`src/hdl/sts_pkg.sv`:
```
// Shared types and constants for the sine Taylor series unit.
// No dependencies.
package sts_pkg;
  localparam int MAX_TERM_INDEX = 9;
  localparam int FRAC_BITS = 24;
  localparam logic [63:0] TWO_PI_Q61 = 64'hC90FDAA22168C234;
  localparam int MAG_W = 48;

  localparam logic [3:0] REG_TERM_LIMIT = 4'd0;
  localparam logic [3:0] REG_ACCURACY = 4'd1;

  typedef enum logic [2:0] {
    ST_IDLE, ST_REDUCE, ST_FIRST, ST_MUL1, ST_MUL2, ST_DIV, ST_ACC, ST_DONE
  } sts_state_t;

  typedef struct packed {
    logic load;
    logic reduce;
    logic first;
    logic mul1;
    logic mul2;
    logic div_start;
    logic acc;
  } sts_cmd_t;

  typedef struct packed {
    logic reduce_done;
    logic div_done;
    logic below_acc;
  } sts_stat_t;

  // round(2*pi * 2^frac) from the Q61 constant, half up
  function automatic logic [63:0] two_pi_fx(input int frac);
    logic [63:0] r;
    r = (TWO_PI_Q61 + (64'd1 << (61 - frac - 1))) >> (61 - frac);
    return r;
  endfunction
endpackage

```
`src/hdl/sts_ctrl.sv`:
```
// Sequencer for the sine Taylor series unit.
// Depends on sts_pkg.
module sts_ctrl #(
  parameter int MAX_TERM_INDEX = sts_pkg::MAX_TERM_INDEX
) (
  input  logic             clk,
  input  logic             rst,
  input  logic             start,
  input  logic [3:0]       term_limit,
  input  logic             acc_enable,
  input  sts_pkg::sts_stat_t stat,
  output sts_pkg::sts_cmd_t  cmd,
  output logic             busy,
  output logic             done,
  output logic [3:0]       term_k,
  output logic             hit
);
  import sts_pkg::*;

  sts_state_t state, state_next;
  logic [3:0] limit;
  logic       last_term, stop;

  assign last_term = (term_k == limit);
  assign stop = acc_enable && stat.below_acc;

  always_ff @(posedge clk) begin
    if (rst) begin
      state <= ST_IDLE;
      term_k <= '0;
      limit <= '0;
      hit <= 1'b0;
    end else begin
      state <= state_next;
      if (state == ST_IDLE && start) begin
        term_k <= '0;
        hit <= 1'b0;
        limit <= (term_limit > 4'(MAX_TERM_INDEX)) ? 4'(MAX_TERM_INDEX) : term_limit;
      end
      if (state == ST_ACC) begin
        if (stop) hit <= 1'b1;
        else if (!last_term) term_k <= term_k + 4'd1;
      end
    end
  end

  always_comb begin
    state_next = state;
    case (state)
      ST_IDLE:   if (start) state_next = ST_REDUCE;
      ST_REDUCE: if (stat.reduce_done) state_next = ST_FIRST;
      ST_FIRST:  state_next = ST_ACC;
      ST_MUL1:   state_next = ST_MUL2;
      ST_MUL2:   state_next = ST_DIV;
      ST_DIV:    if (stat.div_done) state_next = ST_ACC;
      ST_ACC:    state_next = (stop || last_term) ? ST_DONE : ST_MUL1;
      ST_DONE:   state_next = ST_IDLE;
      default:   state_next = ST_IDLE;
    endcase
  end

  always_comb begin
    cmd = '0;
    cmd.load = (state == ST_IDLE) && start;
    cmd.reduce = (state == ST_REDUCE);
    cmd.first = (state == ST_FIRST);
    cmd.mul1 = (state == ST_MUL1);
    cmd.mul2 = (state == ST_MUL2);
    cmd.div_start = (state == ST_MUL2);
    cmd.acc = (state == ST_ACC);
  end

  assign busy = (state != ST_IDLE);
  assign done = (state == ST_DONE);
endmodule

```
`config.mk`:
```
export PLATFORM = sky130hd
export DESIGN_NAME = sts_ctrl
export DESIGN_NICKNAME = d
export VERILOG_FILES = /design/src/hdl/sts_pkg.sv /design/src/hdl/sts_ctrl.sv
export SDC_FILE = /design/constraint.sdc
export NUM_CORES = 1
export LEC_CHECK = 0
export BUFFER_PORTS_ARGS = -buffer_cell sky130_fd_sc_hd__buf_4
export CAP_MARGIN = 20
export CORE_MARGIN = 4
export CORE_UTILIZATION = 50
export CTS_CLUSTER_DIAMETER = 50
export CTS_CLUSTER_SIZE = 12
export DETAILED_ROUTE_END_ITERATION = 10
export GPL_TIMING_DRIVEN = 0
export PLACE_DENSITY = 0.91
export SYNTH_ARGS = -nofsm -noshare
export SYNTH_HDL_FRONTEND = slang
export SYNTH_SLANG_ARGS = --single-unit
```
`constraint.sdc`:
```
create_clock -name clk -period 2.2 [get_ports clk]
set_clock_uncertainty 0.05 [all_clocks]
set_input_delay 0.33 -clock clk [delete_from_list [all_inputs] [get_ports clk]]
set_output_delay 0.33 -clock clk [all_outputs]
set_load 0.01 [all_outputs]
```
# Yosys cells after proc, flatten, opt, wreduce, memory -nomap -nowiden
# Cells that the tools add are included.
[totals] reg_bits=12 output_inout_bits=14 wordCells=36
[classes] add_sub_neg=1 magnitude_cmp=1 eq_ne=11 mux=13 n_reduce_logical=6
[ops] cell="$pmux W3 S8" n=1
[ops] cell="$mux W4" n=5
[ops] cell="$eq A3 B3 Y1 const B" n=4
[ops] cell="$mux W3" n=4
[ops] cell="$eq A3 B2 Y1 const B" n=2
[ops] cell="$ne A2 B2 Y1 const B" n=3
[ops] cell="$add A4 B1 Y4 const B" n=1
[ops] cell="$eq A4 B4 Y1" n=1
[ops] cell="$gt A4 B4 Y1 const B" n=1
[ops] cell="$eq A3 B1 Y1 const B" n=1
[ops] cell="$logic_not A3 Y1" n=1
[ops] cell="$mux W1" n=3
[ops] cell="$reduce_and A3 Y1" n=1
[ops] cell="$reduce_bool A3 Y1" n=1
[ops] cell="$logic_and A1 B1 Y1" n=2
[ops] cell="$logic_or A1 B1 Y1" n=1

# Longest topological paths before layout
# Gate-level depths: netlist (run 1).
[logic_depth] depth_word=6 mapped_depth=6 ltp_nobuf=5

# Worst setup path before layout (run 1)
# No wires, ideal clock.
[synth_path] kind="register -> output" startpoint="reg state[2]" endpoint="out cmd[6] in the netlist's numbering" arrival_time_ps=1155 path_slack_ps=665 path_stages_with_launch=5 cell_sequence="dfxtp_1 or3_4 or2_1 buf_6 clkinv_8"
[synth_lines] element="start: declaration" line="sts_ctrl.sv:20" rtl="sts_state_t state, state_next;"
[synth_lines] element="start signal: assignment" line="sts_ctrl.sv:34" rtl="state <= state_next;"
[synth_lines] element="end: declaration" line="sts_ctrl.sv:12" rtl="output sts_pkg::sts_cmd_t cmd,"

==> results.txt, run 1 <==
----------------------------------------------------
[Outcome]
  Status ... finished, final reports clean

[Layout]
  Final cell utilization of the core ... a little under three quarters
  Synth-to-Final Area Change ... 34.2%
  Commonest non-fill, non-tap cells in the layout ... sky130_fd_sc_hd__buf_4 (25), sky130_fd_sc_hd__dfxtp_1 (12), sky130_fd_sc_hd__a21oi_1 (9)
  Design Area, Final ... 922 µm²
  Most common cell after layout, fill and taps aside ... sky130_fd_sc_hd__buf_4
  Nets ... 122
  Antenna cells ... 0
  Filler cells ... between 100 and 150
  Layout cell share with drive strength beyond 1 ... 34.9%

[Synthesis]
  Sequential cell area fraction in the yosys report ... approximately a third
  Mean cell area of the mapped netlist ... roughly 8.5 µm²
  Synthesized instance count ... between 80 and 90
  Net count after synthesis ... between 90 and 100
  Warnings, synthesis ... 0
  Number of different library cells in the post-synthesis netlist ... 32
  Mapped cell area ... 687 µm²
  Synthesis-stage register bit count ... 12

[Clocking]
  Count of buffers added by post-CTS timing repair for setup ... 0
  Clock Sink Count ... 12
  Clock tree buffer depth ... 2
  TritonCTS clock tree ... done
  H-tree depth ... 1
  Later-pin clock latency in the skew report ... 0.27 ns
  Clk slew on worst S/H paths ... 0.07 ns
  Number of buffers created by CTS ... 3
  Total of hold buffers inserted after clock tree synthesis ... 0
  CTS Root Buffer Type ... sky130_fd_sc_hd__clkbuf_4
  PostCTS Resize Cnt ... 0

[Pwr]
  Overall power ... 0.548 mW
  Standby leakage power ... about 0.38 nW
  Total power per unit cell area ... a little under 600 nW/µm²
  Worst vdd rail ir drop ... between 0.4 and 0.5 mV

[Timing]
  PnR worst setup slack ... roughly 0.25 ns
  Final setup vio count ... 0
  Aggregate negative setup slack ... 0 ns
  Number of hold-slack violations in the final timing report ... 0
  Fmax ... about 0.51 GHz
  Final clock period utilization by the worst path ... 88.7%
  Final slew viol count ... 0
  Headroom to the max-slew limit ... ~70%
  Setup repair after global routing missed its margin ... false
  Worst Max-Slew Pin Slew ... ~0.45 ns
  Min Tclk post-route ... slightly below 2 ns

[Drt]
  Detailed Route WL ... approximately 1600 µm
  Drt wl/cell ... ~13 µm
  Violation count after the first detailed-routing iteration ... 7
  First-pass DRT Iterations ... 4
  Remaining DRCs ... 0
  Via total after detailed routing ... approximately 700
  Average vias per placed instance ... between 5 and 6
  Count of antenna-violating nets left after detailed routing ... 0

[Die]
  Die Span Y ... about 45 µm
  Number of cell rows ... 13
  I/O Pins ... 25
  Starting Density ... roughly 53%
  Full die area ... approximately 2000 µm²
  Die span in x ... about 45 µm
  Core area ... around 1300 µm²

[Global route]
  GR Util All Layers ... between 10% and 20%
  Global route total overflow ... 0
  Largest net degree at the start of global routing ... 11
  First-pass GRT wire length ... ~2800 µm
  Vias in the first global route ... just under 700
  Number of antenna violations at the first check in global routing ... 0

[Placement]
  Final estimated routing congestion in global placement ... ~0.75
  Detailed placer's ending HPWL ... 1240 µm
  Worst slack, placed ... 0.535 ns
  Post-DP Area ... about 900 µm²
  PortBufs ... 24

[Worst hold path]
  Path category of the worst min-delay check ... in2reg

[Critical path]
  Critical path start-end classification ... reg2out
  Crit path capture type ... primary output
  Element type at the critical path start ... flop
  Arrival time at the worst endpoint ... about 1.6 ns
  Top fanout value on the critical path ... 10
  Critical path data required time ... around 1.8 ns

[Flow run]
  Max cap viols ... 0

----------------------------------------------------
[where the power goes]
| group | internal (mW) | leakage (nW) | switching [mW] | total, mW |
|---|---|---|---|---|
| registers | 0.228 | 0.0977 | 0.0141 | 0.242 |
| logic | 0.0666 | 0.259 | 0.0656 | 0.132 |
| clock network | 0.100 | 0.0210 | 0.0729 | 0.173 |
| total | 0.395 | 0.377 | 0.153 | 0.548 |
[through the flow]
stage / hold slack, ns / cells
finish: 0.191 / 124
global route: 0.179 / 124
CTS: 0.185 / 124
detailed placement: 0.419 / 120
global placement: 0.406 / 120
floorplan: 0.350 / 81
[logic make-up after synthesis]
group	after synthesis	synth area share, %
AOI/OAI and AO/OA	22	20.9
xor gates and xnor gates	4	5.10
adders and majority gates	1	1.82
buffers and inverters	10	10.0
DFF	12	35.0
muxes	1	1.64
and+or+nand+nor	31	25.5
[synth_stat cells (all sizes together)]
library cell,instances,area (µm²)
clkbuf,1,3.75
buf,3,30.0
nand2b,3,18.8
a21oi,9,45.0
o21ai,1,5.00
ha,1,12.5
a211oi,2,15.0
nor2,4,15.0
nand3b,2,15.0
inv,5,18.8
and2,1,6.26
xnor2,4,35.0
nor3,4,25.0
o21a,1,7.51
a41o,1,10.0
dfxtp,12,240
clkinv,1,16.3
a22oi,1,7.51
or3,3,23.8
or2b,1,8.76
nand3,2,10.0
nand2,7,26.3
mux2,1,11.3
and3,1,7.51
o22ai,1,6.26
o211ai,4,30.0
or2,3,18.8
a211o,2,17.5
[final cells by class]
cell class | count | area [µm²] | area share (%)
plain buffers | 4 | 33.8 | 3.66
clock buffers | 4 | 36.3 | 3.93
inverters | 6 | 35.0 | 3.80
multi-input cells | 59 | 378 | 41.0
flip-flops and latches | 12 | 240 | 26.1
well taps | 15 | 18.8 | 2.04
repair buffers | 24 | 180 | 19.5
[critical path, cell delays in order (launching register included)]
cell and delay (ns):
sky130_fd_sc_hd__dfxtp_1 0.39, sky130_fd_sc_hd__or3_4 0.39, sky130_fd_sc_hd__or2_1 0.22, sky130_fd_sc_hd__buf_6 0.15, sky130_fd_sc_hd__clkinv_8 0.05, sky130_fd_sc_hd__buf_4 0.10
[layer usage]
metal | routed length [µm] | track usage, % | vias up | part of all wire [%]
met5 | 0 | 0 | - | 0
met4 | 9 | 11.1 | 0 | 0.56
met3 | 97 | 5.18 | 2 | 6.0
met2 | 874 | 34.2 | 15 | 54
met1 | 633 | 19.0 | 326 | 39
li1 | - | - | 342 | -
[state kept, by name, indices dropped and copies added, names as in the netlist]
name,cells
hit,1
term_k,4
limit,4
state,3
[final timing paths]
kind | startpoint | endpoint | cells after the start | slack, ns
worst min-delay path | rst | limit[0] | 2 | 0.19
worst max-delay path | state[0] | cmd[6] | 5 | 0.25
worst min register to register | limit[2] | limit[2] | 2 | 0.43
worst max register to register | state[0] | limit[1] | 6 | 0.62
(Power assumes the default switching activity.)
==> run 2, diff against run 1 <==
- CORE_UTILIZATION: 50 -> 42
- PLACE_DENSITY: 0.91 -> 0.82
- clock period: 2.2 -> 1.65 ns (I/O delays scaled with it)
==> run 2 against run 1 <==
The run now ends with setup timing left. Utilization decreased by 0.75 points. Global-route usage decreased by 1.6 points. Sequential share of layout area decreased by 2.7 points. Worst hold slack got worse by 0.11 ns. Critical path type unchanged.
==> results.txt, run 2 (synthesis gave the netlist of run 1 again) <==
----------------------------------------------------
[Global route]
  Largest net degree at the start of global routing ... 11
  Vias in the first global route ... 766
  GR Util All Layers ... 17.3%
  First-pass GRT wire length ... about 3300 µm
  Global route total overflow ... 0
  Number of antenna violations at the first check in global routing ... 0

[Timing]
  Worst Max-Slew Pin Slew ... ~0.60 ns
  Final clock period utilization by the worst path ... 108%
  Fin Hold WS ... ~0.086 ns
  Final slew viol count ... 0
  Fmax ... 0.563 GHz
  Min Tclk post-route ... between 1.5 and 2 ns
  Final setup vio count ... 3
  PnR worst setup slack ... -0.126 ns
  Setup repair after global routing missed its margin ... true
  Number of hold-slack violations in the final timing report ... 0
  Headroom to the max-slew limit ... approximately three fifths

[Clocking]
  H-tree depth ... 1
  Later-pin clock latency in the skew report ... between 0.2 and 0.3 ns
  Clock Sink Count ... 12
  Number of buffers created by CTS ... 3
  TritonCTS clock tree ... done
  CTS Root Buffer Type ... sky130_fd_sc_hd__clkbuf_4
  Clock tree buffer depth ... 2
  Clk slew on worst S/H paths ... approximately 0.080 ns

[Drt]
  First-pass DRT Iterations ... 4
  Met3 wirelength from detailed routing ... around 130 µm
  Highest metal layer with signal wires ... met4
  Detailed Route WL ... ~2000 µm
  Met2 wire length ... ~1000 µm
  Drt wl/cell ... around 15 µm
  Violation count after the first detailed-routing iteration ... 8
  Average vias per placed instance ... between 5 and 6
  Met1 Routed Length ... 783 µm
  Via total after detailed routing ... between 700 and 800
  Remaining DRCs ... 0
  Count of antenna-violating nets left after detailed routing ... 0

[Layout]
  Top Registers ... limit (4), term_k (4), state (3)
  Commonest non-fill, non-tap cells in the layout ... sky130_fd_sc_hd__buf_4 (31), sky130_fd_sc_hd__dfxtp_1 (9), sky130_fd_sc_hd__nand2_1 (7)
  Synth-to-Final Area Change ... 55.6%
  Antenna cells ... 0
  Filler cells ... 122
  Most common cell after layout, fill and taps aside ... sky130_fd_sc_hd__buf_4
  Nets ... 130
  Layout cell share with drive strength beyond 1 ... a little over half

[Die]
  Die Span Y ... 48.4 µm
  Full die area ... 2350 µm²
  Starting Density ... a little under half
  Core area ... about 1500 µm²
  Die span in x ... ~48 µm
  I/O Pins ... 25
  Number of cell rows ... 14

[Outcome]
  Failing checks ... setup timing
  Status ... finished, violations left

[Critical path]
  Element type at the critical path start ... flop
  Most repeated library cell on the critical path ... sky130_fd_sc_hd__buf_6
  End of the worst register-to-register path ... hit
  Critical path start-end classification ... reg2out
  Arrival time at the worst endpoint ... about 1.5 ns
  Critical-path cell with the highest stage delay ... sky130_fd_sc_hd__dfxtp_2
  Cell depth of the worst flop-to-flop path ... 6
  Worst reg2reg path startpoint ... state[1]
  Cells along the critical path ... or3_4 -> or2_1 -> buf_6 -> clkinv_8 -> buf_6
  Reg-to-reg setup timing slack ... -0.02 ns
  Crit path capture type ... primary output
  Worst stage delay on the critical path ... about 0.39 ns
  Top fanout value on the critical path ... 7
  Critical path data required time ... between 1 and 1.5 ns

[Flow run]
  Max cap viols ... 0

[Worst hold path]
  Hold depth ... 2
  Hold wc startpoint ... rst
  Path category of the worst min-delay check ... in2reg
  Endpoint, Worst Hold ... state[2]

[Pwr]
  Overall power ... 0.799 mW
  Total power per unit cell area ... between 700 and 800 nW/µm²
  Standby leakage power ... between 0.4 and 0.5 nW
  Worst vdd rail ir drop ... 0.487 mV

[Placement]
  PortBufs ... 24
  Final estimated routing congestion in global placement ... 0.784
  Detailed placer's ending HPWL ... between 1000 and 1500 µm

----------------------------------------------------
[run 2: cell count changes in the layout (fill, tap and decap cells not counted), moves of 3 or more]
cell,delta
sky130_fd_sc_hd__a21oi_2,+3
sky130_fd_sc_hd__buf_4,+6
sky130_fd_sc_hd__a21oi_1,-3
sky130_fd_sc_hd__dfxtp_1,-3
[run 2: what timing repair did]
item,CTS,global route
hold buffers,0,0
resized for setup,11,14
endpoints found under the setup margin,3,12
setup buffers,8,1
pin swaps,4,6
[run 2: critical path: cells and delay by family, from the launching register on]
kind / cells / cell delay (ns)
buf+inv: 3 / 0.25
simple gates: 2 / 0.56
flops: 1 / 0.39
[run 2: where the power goes]
| group | switching, mW | internal (mW) |
|---|---|---|
| registers | 0.0149 | 0.305 |
| clock network | 0.105 | 0.134 |
| logic | 0.117 | 0.123 |
| total | 0.237 | 0.562 |
[run 2: how the worst max path moves through the flow]
stage	from	end	slack, ns	depth (start not counted)
2_1_floorplan	state[2]	limit[0]	0.13	5
3_3_place_gp	state[2]	cmd[6]	0.07	5
3_5_place_dp	state[2]	limit[0]	0.07	5
4_1_cts	state[0]	cmd[6]	-0.14	5
5_1_grt	state[1]	cmd[6]	-0.18	5
6_report	state[1]	cmd[6]	-0.13	5
[run 2: final cells by class]
| class | instances | area [µm²] | share of cell area, % |
|---|---|---|---|
| Buffer | 3 | 22.5 | 2.11 |
| Clock buffer | 4 | 36.3 | 3.40 |
| Inverter | 6 | 37.5 | 3.51 |
| Multi-Input combinational cell | 59 | 444 | 41.6 |
| Sequential cell | 12 | 249 | 23.3 |
| Tap cell | 16 | 20.0 | 1.87 |
| Timing Repair Buffer | 33 | 259 | 24.2 |
[run 2: routing by layer]
layer  track usage, %  vias up
met5                0        -
li1                 -      366
met3             4.60        6
met4             8.76        0
met2             29.8       24
met1             19.3      342
[run 2: per-stage QoR]
step	setup WS [ns]	instance area [µm²]	cells	setup TNS [ns]	util (%)
floorplan	0.128	687	81	0	-
global placement	0.0683	887	121	0	58.2
detailed placement	0.0737	887	121	0	58.2
CTS	-0.142	1020	133	-0.345	66.7
global route	-0.178	1070	133	-0.565	70.1
finish	-0.126	1070	133	-0.154	70.1
